<file path="config.mk">
export PLATFORM = sky130hd
export DESIGN_NAME = serial_frame_receiver_crc16_flat
export DESIGN_NICKNAME = d
export VERILOG_FILES = /design/src/rtl/sfrc_pkg.sv /design/src/rtl/sfrc_if.sv /design/src/rtl/sfrc_front.sv /design/src/rtl/sfrc_queue.sv /design/src/rtl/sfrc_back.sv /design/src/rtl/serial_frame_receiver_crc16.sv /design/src/flat_wrapper.sv
export SDC_FILE = /design/constraint.sdc
export NUM_CORES = 1
export LEC_CHECK = 0
export BUFFER_PORTS_ARGS = -buffer_cell sky130_fd_sc_hd__buf_2
export CORE_MARGIN = 1.5
export CORE_UTILIZATION = 43
export DETAILED_ROUTE_END_ITERATION = 10
export PLACE_DENSITY = 0.64
export SLEW_MARGIN = 10
export SYNTH_ARGS = -nofsm -noshare
export SYNTH_HDL_FRONTEND = slang
export SYNTH_HIERARCHICAL = 1
export SYNTH_SLANG_ARGS = --single-unit
</file>
<file path="constraint.sdc">
create_clock -name clk -period 10.8 [get_ports clk]
set_input_delay 0.54 -clock clk [delete_from_list [all_inputs] [get_ports clk]]
set_output_delay 0.54 -clock clk [all_outputs]
set_load 0.05 [all_outputs]
</file>
<file path="src/rtl/sfrc_pkg.sv">
// Shared types, codes and the CRC-16 byte update for the serial frame receiver.
`default_nettype none

package sfrc_pkg;

    // Register reset values and widths
    localparam int unsigned REG_W           = 16;
    localparam logic [REG_W-1:0] MAX_LEN_RST = 16'd256;
    localparam logic [REG_W-1:0] TIMEOUT_RST = 16'd100;
    localparam int unsigned QUEUE_DEPTH_DEF = 4;

    // Configuration register indexes
    localparam logic CFG_MAX_LEN = 1'b0;
    localparam logic CFG_TIMEOUT = 1'b1;

    // Frame marker bytes and CRC polynomial
    localparam logic [7:0]  START_SHORT = 8'h02;
    localparam logic [7:0]  START_LONG  = 8'h03;
    localparam logic [7:0]  END_MARK    = 8'h03;
    localparam logic [15:0] CRC_POLY    = 16'h1021;

    // Input command codes
    localparam logic CMD_BYTE = 1'b0;
    localparam logic CMD_TICK = 1'b1;

    // Result kinds
    localparam logic KIND_PAYLOAD = 1'b0;
    localparam logic KIND_VERDICT = 1'b1;

    // Verdict codes
    localparam logic [2:0] VERDICT_GOOD    = 3'd0;
    localparam logic [2:0] VERDICT_CRC     = 3'd1;
    localparam logic [2:0] VERDICT_END     = 3'd2;
    localparam logic [2:0] VERDICT_LENGTH  = 3'd3;
    localparam logic [2:0] VERDICT_TIMEOUT = 3'd4;

    // Classified request handed from the front to the back
    typedef struct packed {
        logic       is_tick;
        logic       is_start_short;
        logic       is_start_long;
        logic       is_end_mark;
        logic [7:0] data;
    } op_t;

    // One result item
    typedef struct packed {
        logic        result_kind;
        logic [7:0]  payload_byte;
        logic [2:0]  verdict;
        logic [15:0] frame_length;
    } res_t;

    // CRC-16/XMODEM update over one byte, MSB first
    function automatic logic [15:0] crc_byte(input logic [15:0] crc_in, input logic [7:0] b);
        logic [15:0] c;
        c = crc_in ^ {b, 8'h00};
        for (int i = 0; i < 8; i++)
        begin
            if (c[15])
                c = {c[14:0], 1'b0} ^ CRC_POLY;
            else
                c = {c[14:0], 1'b0};
        end
        return c;
    endfunction

endpackage

`default_nettype wire

</file>
<file path="src/rtl/sfrc_if.sv">
// Valid/ready channel interfaces for received requests and result items.
`default_nettype none

interface sfrc_in_if;
    logic       valid;
    logic       ready;
    logic       cmd;
    logic [7:0] rx_byte;

    modport source (output valid, output cmd, output rx_byte, input ready);
    modport sink   (input valid, input cmd, input rx_byte, output ready);
endinterface

interface sfrc_out_if;
    logic        valid;
    logic        ready;
    logic        result_kind;
    logic [7:0]  payload_byte;
    logic [2:0]  verdict;
    logic [15:0] frame_length;

    modport source (output valid, output result_kind, output payload_byte,
                    output verdict, output frame_length, input ready);
    modport sink   (input valid, input result_kind, input payload_byte,
                    input verdict, input frame_length, output ready);
endinterface

`default_nettype wire

</file>
<file path="src/rtl/sfrc_front.sv">
// Front stage: accept requests, classify them and register them for the queue.
`default_nettype none

module sfrc_front
    import sfrc_pkg::*;
(
    input  wire logic  clk,
    input  wire logic  rst_n,
    sfrc_in_if.sink    rx,
    output op_t        op,
    output logic       op_valid,
    input  wire logic  op_ready
);

    logic valid_reg;
    logic valid_next;
    op_t  op_reg;
    op_t  op_next;
    logic take;

    // Accept whenever the holding register is empty or drains this cycle
    assign rx.ready = !valid_reg || op_ready;
    assign take     = rx.valid && rx.ready;

    // Classify the incoming request
    always_comb
    begin
        op_next                = op_reg;
        valid_next             = valid_reg;
        if (op_ready)
            valid_next = 1'b0;
        if (take)
        begin
            valid_next             = 1'b1;
            op_next.is_tick        = (rx.cmd == CMD_TICK);
            op_next.is_start_short = (rx.cmd == CMD_BYTE) && (rx.rx_byte == START_SHORT);
            op_next.is_start_long  = (rx.cmd == CMD_BYTE) && (rx.rx_byte == START_LONG);
            op_next.is_end_mark    = (rx.cmd == CMD_BYTE) && (rx.rx_byte == END_MARK);
            op_next.data           = rx.rx_byte;
        end
    end

    // Hold the valid flag
    always_ff @(posedge clk or negedge rst_n)
    begin
        if (!rst_n)
            valid_reg <= 1'b0;
        else
            valid_reg <= valid_next;
    end

    // Load the classified request
    always_ff @(posedge clk)
    begin
        op_reg <= op_next;
    end

    assign op       = op_reg;
    assign op_valid = valid_reg;

endmodule

`default_nettype wire

</file>
<file path="src/rtl/sfrc_queue.sv">
// Short FIFO of classified requests between the front and the back.
`default_nettype none

module sfrc_queue
    import sfrc_pkg::*;
#(
    parameter int unsigned DEPTH = QUEUE_DEPTH_DEF
)
(
    input  wire logic  clk,
    input  wire logic  rst_n,
    input  wire op_t   push_op,
    input  wire logic  push_valid,
    output logic       push_ready,
    output op_t        pop_op,
    output logic       pop_valid,
    input  wire logic  pop_ready
);

    localparam int unsigned PTR_W = (DEPTH > 1) ? $clog2(DEPTH) : 1;
    localparam int unsigned CNT_W = $clog2(DEPTH + 1);

    op_t              mem [DEPTH];
    logic [PTR_W-1:0] wr_ptr_reg;
    logic [PTR_W-1:0] wr_ptr_next;
    logic [PTR_W-1:0] rd_ptr_reg;
    logic [PTR_W-1:0] rd_ptr_next;
    logic [CNT_W-1:0] count_reg;
    logic [CNT_W-1:0] count_next;
    logic             do_push;
    logic             do_pop;

    assign push_ready = (count_reg != CNT_W'(DEPTH));
    assign pop_valid  = (count_reg != '0);
    assign pop_op     = mem[rd_ptr_reg];
    assign do_push    = push_valid && push_ready;
    assign do_pop     = pop_valid && pop_ready;

    // Advance pointers and count
    always_comb
    begin
        wr_ptr_next = wr_ptr_reg;
        rd_ptr_next = rd_ptr_reg;
        count_next  = count_reg;
        if (do_push)
        begin
            if (wr_ptr_reg == PTR_W'(DEPTH - 1))
                wr_ptr_next = '0;
            else
                wr_ptr_next = wr_ptr_reg + 1'b1;
        end
        if (do_pop)
        begin
            if (rd_ptr_reg == PTR_W'(DEPTH - 1))
                rd_ptr_next = '0;
            else
                rd_ptr_next = rd_ptr_reg + 1'b1;
        end
        if (do_push && !do_pop)
            count_next = count_reg + 1'b1;
        else if (do_pop && !do_push)
            count_next = count_reg - 1'b1;
    end

    always_ff @(posedge clk or negedge rst_n)
    begin
        if (!rst_n)
        begin
            wr_ptr_reg <= '0;
            rd_ptr_reg <= '0;
            count_reg  <= '0;
        end
        else
        begin
            wr_ptr_reg <= wr_ptr_next;
            rd_ptr_reg <= rd_ptr_next;
            count_reg  <= count_next;
        end
    end

    // Store the pushed request
    always_ff @(posedge clk)
    begin
        if (do_push)
            mem[wr_ptr_reg] <= push_op;
    end

endmodule

`default_nettype wire

</file>
<file path="src/rtl/sfrc_back.sv">
// Back stage: frame state machine, CRC check, timeout and result register.
`default_nettype none

module sfrc_back
    import sfrc_pkg::*;
(
    input  wire logic             clk,
    input  wire logic             rst_n,
    input  wire logic             cfg_we,
    input  wire logic             cfg_index,
    input  wire logic [REG_W-1:0] cfg_data,
    input  wire op_t              op,
    input  wire logic             op_valid,
    output logic                  op_ready,
    sfrc_out_if.source            res
);

    // Frame phases
    localparam logic [2:0] PH_IDLE    = 3'd0;
    localparam logic [2:0] PH_LEN_HI  = 3'd1;
    localparam logic [2:0] PH_LEN_LO  = 3'd2;
    localparam logic [2:0] PH_PAYLOAD = 3'd3;
    localparam logic [2:0] PH_CRC_HI  = 3'd4;
    localparam logic [2:0] PH_CRC_LO  = 3'd5;
    localparam logic [2:0] PH_END     = 3'd6;

    localparam logic [16:0] IDLE_MAX = 17'h1FFFF;

    logic [REG_W-1:0] max_len_reg;
    logic [REG_W-1:0] timeout_reg;
    logic [2:0]       phase_reg,    phase_next;
    logic [15:0]      length_reg,   length_next;
    logic [15:0]      seen_reg,     seen_next;
    logic [15:0]      crc_reg,      crc_next;
    logic [15:0]      rx_crc_reg,   rx_crc_next;
    logic [16:0]      idle_reg,     idle_next;
    logic             res_valid_reg, res_valid_next;
    res_t             res_reg,      res_next;

    logic             pop;
    logic [16:0]      idle_inc;
    logic [15:0]      len_full;
    logic [15:0]      seen_inc;

    // Take the next request when the result register is free or drains now
    assign op_ready = !res_valid_reg || res.ready;
    assign pop      = op_valid && op_ready;

    assign idle_inc = (idle_reg < IDLE_MAX) ? idle_reg + 1'b1 : idle_reg;
    assign len_full = {length_reg[15:8], op.data};
    assign seen_inc = seen_reg + 1'b1;

    always_comb
    begin
        phase_next     = phase_reg;
        length_next    = length_reg;
        seen_next      = seen_reg;
        crc_next       = crc_reg;
        rx_crc_next    = rx_crc_reg;
        idle_next      = idle_reg;
        res_next       = res_reg;
        res_valid_next = res_valid_reg;
        if (res.ready)
            res_valid_next = 1'b0;

        if (pop)
        begin
            if (op.is_tick)
            begin
                // Count idle ticks mid-frame, abort past the limit
                if (phase_reg != PH_IDLE)
                begin
                    if (idle_inc > {1'b0, timeout_reg})
                    begin
                        res_valid_next = 1'b1;
                        res_next       = '{KIND_VERDICT, 8'h00, VERDICT_TIMEOUT, length_reg};
                        phase_next     = PH_IDLE;
                        idle_next      = '0;
                    end
                    else
                    begin
                        idle_next = idle_inc;
                    end
                end
            end
            else
            begin
                if (phase_reg != PH_IDLE)
                    idle_next = '0;
                case (phase_reg)
                    PH_IDLE:
                    begin
                        if (op.is_start_short)
                        begin
                            length_next = '0;
                            idle_next   = '0;
                            phase_next  = PH_LEN_LO;
                        end
                        else if (op.is_start_long)
                        begin
                            length_next = '0;
                            idle_next   = '0;
                            phase_next  = PH_LEN_HI;
                        end
                    end
                    PH_LEN_HI:
                    begin
                        length_next = {op.data, 8'h00};
                        phase_next  = PH_LEN_LO;
                    end
                    PH_LEN_LO:
                    begin
                        length_next = len_full;
                        if (len_full == '0 || len_full > max_len_reg)
                        begin
                            res_valid_next = 1'b1;
                            res_next       = '{KIND_VERDICT, 8'h00, VERDICT_LENGTH, len_full};
                            phase_next     = PH_IDLE;
                            idle_next      = '0;
                        end
                        else
                        begin
                            seen_next  = '0;
                            crc_next   = '0;
                            phase_next = PH_PAYLOAD;
                        end
                    end
                    PH_PAYLOAD:
                    begin
                        // Emit the byte and fold it into the CRC
                        crc_next       = crc_byte(crc_reg, op.data);
                        seen_next      = seen_inc;
                        if (seen_inc == length_reg)
                            phase_next = PH_CRC_HI;
                        res_valid_next = 1'b1;
                        res_next       = '{KIND_PAYLOAD, op.data, VERDICT_GOOD, 16'h0000};
                    end
                    PH_CRC_HI:
                    begin
                        rx_crc_next = {op.data, 8'h00};
                        phase_next  = PH_CRC_LO;
                    end
                    PH_CRC_LO:
                    begin
                        rx_crc_next = {rx_crc_reg[15:8], op.data};
                        phase_next  = PH_END;
                    end
                    PH_END:
                    begin
                        res_valid_next = 1'b1;
                        phase_next     = PH_IDLE;
                        idle_next      = '0;
                        if (!op.is_end_mark)
                            res_next = '{KIND_VERDICT, 8'h00, VERDICT_END, length_reg};
                        else if (crc_reg != rx_crc_reg)
                            res_next = '{KIND_VERDICT, 8'h00, VERDICT_CRC, length_reg};
                        else
                            res_next = '{KIND_VERDICT, 8'h00, VERDICT_GOOD, length_reg};
                    end
                    default:
                    begin
                        phase_next = PH_IDLE;
                        idle_next  = '0;
                    end
                endcase
            end
        end
    end

    // Control state and configuration registers
    always_ff @(posedge clk or negedge rst_n)
    begin
        if (!rst_n)
        begin
            max_len_reg   <= MAX_LEN_RST;
            timeout_reg   <= TIMEOUT_RST;
            phase_reg     <= PH_IDLE;
            length_reg    <= '0;
            seen_reg      <= '0;
            crc_reg       <= '0;
            rx_crc_reg    <= '0;
            idle_reg      <= '0;
            res_valid_reg <= 1'b0;
        end
        else
        begin
            if (cfg_we && cfg_index == CFG_MAX_LEN)
                max_len_reg <= cfg_data;
            if (cfg_we && cfg_index == CFG_TIMEOUT)
                timeout_reg <= cfg_data;
            phase_reg     <= phase_next;
            length_reg    <= length_next;
            seen_reg      <= seen_next;
            crc_reg       <= crc_next;
            rx_crc_reg    <= rx_crc_next;
            idle_reg      <= idle_next;
            res_valid_reg <= res_valid_next;
        end
    end

    // Result payload
    always_ff @(posedge clk)
    begin
        res_reg <= res_next;
    end

    assign res.valid        = res_valid_reg;
    assign res.result_kind  = res_reg.result_kind;
    assign res.payload_byte = res_reg.payload_byte;
    assign res.verdict      = res_reg.verdict;
    assign res.frame_length = res_reg.frame_length;

endmodule

`default_nettype wire

</file>
<file path="src/rtl/serial_frame_receiver_crc16.sv">
// Top level of the length-prefixed serial frame receiver with CRC-16 check.
//
//  channel      dir  handshake       payload
//  rx_chan      in   valid/ready     cmd, rx_byte
//  result_chan  out  valid/ready     result_kind, payload_byte, verdict, frame_length
//  cfg          in   cfg_we          cfg_index, cfg_data
//
// One request per cycle is taken while the front register or the queue has room;
// an accepted request passes the front register and the queue to the frame state
// machine, which places any result it produces in the result register.
// The CRC-16 update of a byte is computed combinationally in the back stage.
// Reset clears the frame state and loads the register defaults.
// A stalled result holds the back; the queue and front keep accepting until full.
`default_nettype none

module serial_frame_receiver_crc16
    import sfrc_pkg::*;
#(
    parameter int unsigned QUEUE_DEPTH = QUEUE_DEPTH_DEF
)
(
    input  wire logic             clk,
    input  wire logic             rst_n,
    input  wire logic             cfg_we,
    input  wire logic             cfg_index,
    input  wire logic [REG_W-1:0] cfg_data,
    sfrc_in_if.sink               rx_chan,
    sfrc_out_if.source            result_chan
);

    op_t  front_op;
    logic front_valid;
    logic front_ready;
    op_t  queue_op;
    logic queue_valid;
    logic queue_ready;

    sfrc_front u_front (
        .clk      (clk),
        .rst_n    (rst_n),
        .rx       (rx_chan),
        .op       (front_op),
        .op_valid (front_valid),
        .op_ready (front_ready)
    );

    sfrc_queue #(
        .DEPTH (QUEUE_DEPTH)
    ) u_queue (
        .clk        (clk),
        .rst_n      (rst_n),
        .push_op    (front_op),
        .push_valid (front_valid),
        .push_ready (front_ready),
        .pop_op     (queue_op),
        .pop_valid  (queue_valid),
        .pop_ready  (queue_ready)
    );

    sfrc_back u_back (
        .clk       (clk),
        .rst_n     (rst_n),
        .cfg_we    (cfg_we),
        .cfg_index (cfg_index),
        .cfg_data  (cfg_data),
        .op        (queue_op),
        .op_valid  (queue_valid),
        .op_ready  (queue_ready),
        .res       (result_chan)
    );

endmodule

`default_nettype wire

</file>
<file path="src/flat_wrapper.sv">
// flat-port wrapper written by rule: the top's interface ports become plain ports
module serial_frame_receiver_crc16_flat import sfrc_pkg::*;
#(
    parameter int unsigned QUEUE_DEPTH = QUEUE_DEPTH_DEF
)
  (clk, rst_n, cfg_we, cfg_index, cfg_data, rx_chan_valid, rx_chan_cmd, rx_chan_rx_byte, rx_chan_ready, result_chan_valid, result_chan_result_kind, result_chan_payload_byte, result_chan_verdict, result_chan_frame_length, result_chan_ready);
  sfrc_in_if rx_chan_i ();
  sfrc_out_if result_chan_i ();
  input  wire logic clk;
  input  wire logic rst_n;
  input  wire logic cfg_we;
  input  wire logic cfg_index;
  input  wire logic [REG_W-1:0] cfg_data;
  input wire logic [$bits(rx_chan_i.valid)-1:0] rx_chan_valid;
  input wire logic [$bits(rx_chan_i.cmd)-1:0] rx_chan_cmd;
  input wire logic [$bits(rx_chan_i.rx_byte)-1:0] rx_chan_rx_byte;
  output wire logic [$bits(rx_chan_i.ready)-1:0] rx_chan_ready;
  output wire logic [$bits(result_chan_i.valid)-1:0] result_chan_valid;
  output wire logic [$bits(result_chan_i.result_kind)-1:0] result_chan_result_kind;
  output wire logic [$bits(result_chan_i.payload_byte)-1:0] result_chan_payload_byte;
  output wire logic [$bits(result_chan_i.verdict)-1:0] result_chan_verdict;
  output wire logic [$bits(result_chan_i.frame_length)-1:0] result_chan_frame_length;
  input wire logic [$bits(result_chan_i.ready)-1:0] result_chan_ready;
  assign rx_chan_i.valid = rx_chan_valid;
  assign rx_chan_i.cmd = rx_chan_cmd;
  assign rx_chan_i.rx_byte = rx_chan_rx_byte;
  assign rx_chan_ready = rx_chan_i.ready;
  assign result_chan_valid = result_chan_i.valid;
  assign result_chan_result_kind = result_chan_i.result_kind;
  assign result_chan_payload_byte = result_chan_i.payload_byte;
  assign result_chan_verdict = result_chan_i.verdict;
  assign result_chan_frame_length = result_chan_i.frame_length;
  assign result_chan_i.ready = result_chan_ready;
  serial_frame_receiver_crc16 #(.QUEUE_DEPTH(QUEUE_DEPTH)) u_core (.clk(clk), .rst_n(rst_n), .cfg_we(cfg_we), .cfg_index(cfg_index), .cfg_data(cfg_data), .rx_chan(rx_chan_i), .result_chan(result_chan_i));
endmodule
</file>
Yosys cells after proc, flatten, opt, wreduce, memory -nomap -nowiden
Memory sizes are Yosys's and may differ from the RTL's.
Cells that the tools add are included.
- bits in latches: 0
- ROM bits: 0
- output and inout port bits: 30
- RAM bits: 48
- bits in registers: 164
- input port bits: 31
- word-level logic and storage cells: 179
- memories: 1
- multiply operators: 0
- equality and inequality tests: 20
- add/subtract/negate cells: 6
- div/mod/pow operators: 0
- mux-type cells: 75
- reduce and logical (&&, ||, !) cells: 37
- bitwise logic cells: 14
- shift operators: 0
- magnitude comparators: 3
- memories (memory ; words ; width ; read ports ; clocked after memory_dff ; wr ports ; RTL line ; source):
    u_core.u_queue.mem ; 4 ; 12 ; 1 ; 0 ; 1 ; sfrc_queue.sv:23 ; op_t mem [DEPTH];
- operators by type and width (kind ; number):
    2-to-1 mux 16 bit ; 24
    2-to-1 mux 17 bit ; 9
    2-to-1 mux 28 bit ; 4
    2-to-1 mux 13 bit ; 8
    case mux 16 bit (2 select lines) ; 3
    case mux 28 bit (3 select lines) ; 1
    case mux 17 bit (3 select lines) ; 1
    case mux 16 bit (3 select lines) ; 1
    2-to-1 mux 3 bit ; 8
    inverter 3 bit ; 8
    2-to-1 mux 18 bit ; 1
    case mux 3 bit (6 select lines) ; 1
    adder 17 x 1 -> 17 bit (second input constant) ; 1
    > comparator 17 x 16 -> 1 bit ; 1
    < comparator 17 bit (second input constant) ; 1
    adder 16 x 1 -> 16 bit (second input constant) ; 1
    == test 16 bit ; 1
    == test 8 x 2 -> 1 bit (second input constant) ; 2
    > comparator 16 bit ; 1
    logical NOT 16 bit ; 1
    != test 16 bit ; 1
    XOR 16 bit ; 1
    AND reduction 5 bit ; 3
    AND reduction 4 bit ; 3
    27 further kinds ; 69

Longest topological paths before layout
An unclocked memory read counts as a cell.
- word-level depth: 40
- depth in mapped cells: 16
- gate-level depth less buffers: 14

Cells and area by module
Netlist, hierarchy kept.
- by module, submodules not included (module ; cells each ; instances ; area each (sq um)):
    sfrc_back ; 786 ; 1 ; 8040.2
    sfrc_queue ; 99 ; 1 ; 2173.3
    sfrc_front ; 21 ; 1 ; 416.6

Worst setup path after synthesis
No wires, ideal clock.
- path type: flip-flop to flip-flop
- start: register u_core.u_back.idle_reg[4]
- end: register u_core.u_back.res_reg, in the netlist u_core/u_back/res.frame_length[0], enable pin
- path slack: 6.142 ns
- buffers on the path: 1
- arrival time: 4.245 ns
- library setup time: 0.413 ns
- cell stages (with the launch flop): 15
- cells stage by stage: dfrtp_1 > and3_1 > and3_1 > buf_2 > a41oi_2 > nand3_1 > and2_1 > or2_2 > ha_1 > nand4_1 > or2_2 > o221a_2 > o21ai_0 > nand2_1 > nor2_1
- cells in the longest elaborated chain, start to end: 5
- ends and longest elaborated chain (item ; RTL line ; source):
    from (decl) ; sfrc_back.sv:36 ; logic [16:0] idle_reg, idle_next;
    from (signal assigned) ; sfrc_back.sv:196 ; idle_reg <= idle_next;
    adder 17 x 1 -> 17 bit / < comparator 17 bit (equally long branches) ; sfrc_back.sv:49 ; assign idle_inc = (idle_reg < IDLE_MAX) ? idle_reg + 1'b1 : idle_reg;
    2-to-1 mux 17 bit * ; sfrc_back.sv:49 ;
    > comparator 17 x 16 -> 1 bit * ; sfrc_back.sv:73 ; if (idle_inc > {1'b0, timeout_reg})
    != test 2 bit (no line) * ; -- ;
    AND reduction 5 bit (no line) * ; -- ;
    to (signal assigned) ; sfrc_back.sv:204 ; res_reg <= res_next;
    to (decl) ; sfrc_back.sv:38 ; res_t res_reg, res_next;
Every way passes the cells marked *; elsewhere a longest branch is shown, timed or not.
A chain may end at the register's enable or synchronous reset.

Worst setup path after layout
- start: register u_core.u_back.idle_reg[4]
- end: register u_core.u_back.res_reg, in the netlist u_core/u_back/res.verdict[0], enable pin
The elaborated chain is that of the path after synthesis.

==> run summary <==
Status: complete, no violations
CP Capture Type: register
Post-CTS resize count: 0
Starting Density: 0.437
# Post-CTS Setup Buffers: 0
Grt peak-use layer: met2
Vias in the first global route: 6946
CP Max Fanout: 28
Cell area after synthesis: 10600 µm²
Worst hold path class: input port to asynchronous set/reset pin
Core ar.: 24300 µm²
Sequential area share after synthesis: 0.540
Area Growth Syn to Fin: 12.4%
Relative slew slack: 0.258
Share of layout cells above drive strength 1: 0.194
Final HPWL DP: 16.2 mm
Final min period: 4.24 ns
Layout Nets: 1027
Most common cell after layout, fill and taps aside: dfrtp_1
DP Worst Slack: 6.59 ns
Total gr overflow: 0
Reg-to-reg critical path endpoint: u_core/u_back/res.verdict[0]
Wirelength per Cell: 17.9 µm
Post-route setup TNS: 0 ns
FF+latch count, synth: 212
Number of CTS-inserted buffers: 24
Reg clk slew, reported paths: 0.06 ns
Final antenna-violating net count: 0
Die H: 160 µm
Placed Cells: 1253
Maxcap violations: 0
Final worst slack: 6.56 ns
Final slew viol count: 0
Largest net degree at the start of global routing: 66
Root buf cell: clkbuf_16
Vias/cell: 5.42
Startpoint Class: register
Port bufs: 60
Worst-margin pin slew: 1.11 ns
CTS tree: built
Skew final: 0.0167 ns
Most frequent cells in the layout: 121 x dfrtp_1, 87 x edfxtp_1, 75 x nand2_1, 59 x buf_2, 57 x inv_1
# diodes: 0
Post-synth top flop: dfrtp_1
Post-Syn Instances: 906
R2r setup slk: 6.56 ns
DIE AREA: 25700 µm²
FMAX: 236 MHz
Req. time, crit path: 10.96 ns
Total power: 3.58 mW
Gr usage total: 0.185
Via count: 7026
Power Density: 300 nW/µm²
First DRT Iteration DRCs: 453
# H-tree levels: 1
Asr flop ratio synth: 0.590
Row cnt: 57
First-pass GRT wire length: 37.7 mm
Synth warnings: 6
Worst hold margin: 0.106 ns
Antenna violations before repair: 0
Met2 Track Usage GR: 0.301
Clock Path Buffers: 3
Hold buffers post-CTS: 0
Final instance area: 12000 µm²
RePlAce Congestion: 0.839
Fin cells: 1297
Final hold vios: 0
Post-DP Area: 11100 µm²
Worst-Skew Late Latency: 0.51 ns
Worst vdd ir: 189 µV
Synth unique cells: 79
CP arrival: 4.40 ns
Max FFs per register: 48
Worst Reg-to-Reg Cells: 14
Die span in x: 160 µm
Final core utilization: 0.491
# DRC: 0
Syn avg cell area: 11.7 µm²
Grt met3 use: 0.0247
Routed wire length: 23.2 mm
Syn nets: 978
Final setup violating endpoints: 0
Pleak: 5.12 nW
Met1 usage: 0.259
Post-synth EDFFs: 87
Router iterations before antenna repair: 5
Crit Reg-Reg Startpoint: u_core/u_back/idle_reg[4]
Tcrit/Tclk final: 0.392
RSZ-0062 raised after global routing: no
I/O pin cnt: 61
Sink Count: 212
Critical path type: register to register
synthesized netlist by cell type (all sizes together) (10+ instances only):
cell	n	area (µm²)
xor2	32	280
inv	57	214
a21oi	31	155
nor3	11	60.1
mux2	39	480
and3	10	67.6
a22o	27	245
xnor2	40	350
nor2b	15	93.8
buf	22	150
nor4	14	87.6
clkbuf	18	80.1
nand3	33	165
a31oi	11	68.8
mux4	12	270
nor2	41	166
nand2	75	282
o21ai	53	265
nand4	17	106
and2	16	103
ha	40	500
dfrtp	121	3030
edfxtp	87	2610
report_power, final:
group / total, mW / leakage (nW) / internal (mW) / switching, mW
Clock: 0.824 / 0.402 / 0.506 / 0.318
Combinational: 1.48 / 2.28 / 0.537 / 0.940
Sequential: 1.28 / 2.44 / 1.09 / 0.188
Total: 3.58 / 5.12 / 2.14 / 1.45
final cells by class:
type / count / area [µm²]
clock buffer: 34 / 711
clock inverter: 10 / 105
inverter: 57 / 214
multi-input combinational: 597 / 4450
sequential: 212 / 5750
fill: 2136 / 12400
tap: 324 / 405
timing repair buffer: 63 / 325
how the worst max path moves through the flow:
stage                              start                                end  slack [ns]
2_1_floorplan  u_core/u_back/idle_reg[4]  u_core/u_back/res.frame_length[0]        6.14
3_3_place_gp   u_core/u_back/idle_reg[4]       u_core/u_back/res.verdict[0]        6.66
3_5_place_dp   u_core/u_back/idle_reg[4]       u_core/u_back/res.verdict[0]        6.59
4_1_cts        u_core/u_back/idle_reg[4]       u_core/u_back/res.verdict[0]        6.56
5_1_grt        u_core/u_back/idle_reg[4]          u_core/u_back/idle_reg[6]        6.25
6_report       u_core/u_back/idle_reg[4]       u_core/u_back/res.verdict[0]        6.56
worst max-delay path: stages, from the launching register on:
cell and delay (ns):
dfrtp_1 0.42, and3_1 0.23, and3_1 0.29, a41oi_2 0.42, nand3_1 0.15, and2_1 0.19
or2_2 0.30, ha_1 0.30, nand4_1 0.10, or2_2 0.29, o221a_2 0.25, o21ai_0 0.33
nand2_1 0.16, nor2_2 0.10, buf_4 0.36
logic make-up (layout without fill, tap and decap cells):
| group | after synthesis | after routing | synth area share |
|---|---|---|---|
| AOI/OAI and AO/OA | 166 | 166 | 0.105 |
| xor gates and xnor gates | 72 | 72 | 0.0593 |
| adders and majority gates | 41 | 41 | 0.0490 |
| buffers and inverters | 97 | 164 | 0.0418 |
| DFF | 212 | 212 | 0.540 |
| muxes | 52 | 52 | 0.0716 |
| and+or+nand+nor | 266 | 266 | 0.133 |
metal layers:
layer | part of all wire | up-vias
li1 | - | 3380
met1 | 0.47 | 3440
met2 | 0.47 | 170
met3 | 0.038 | 36
met4 | 0.025 | 0
met5 | 0 | -
No activity file was read; power rests on OpenSTA's default activity.
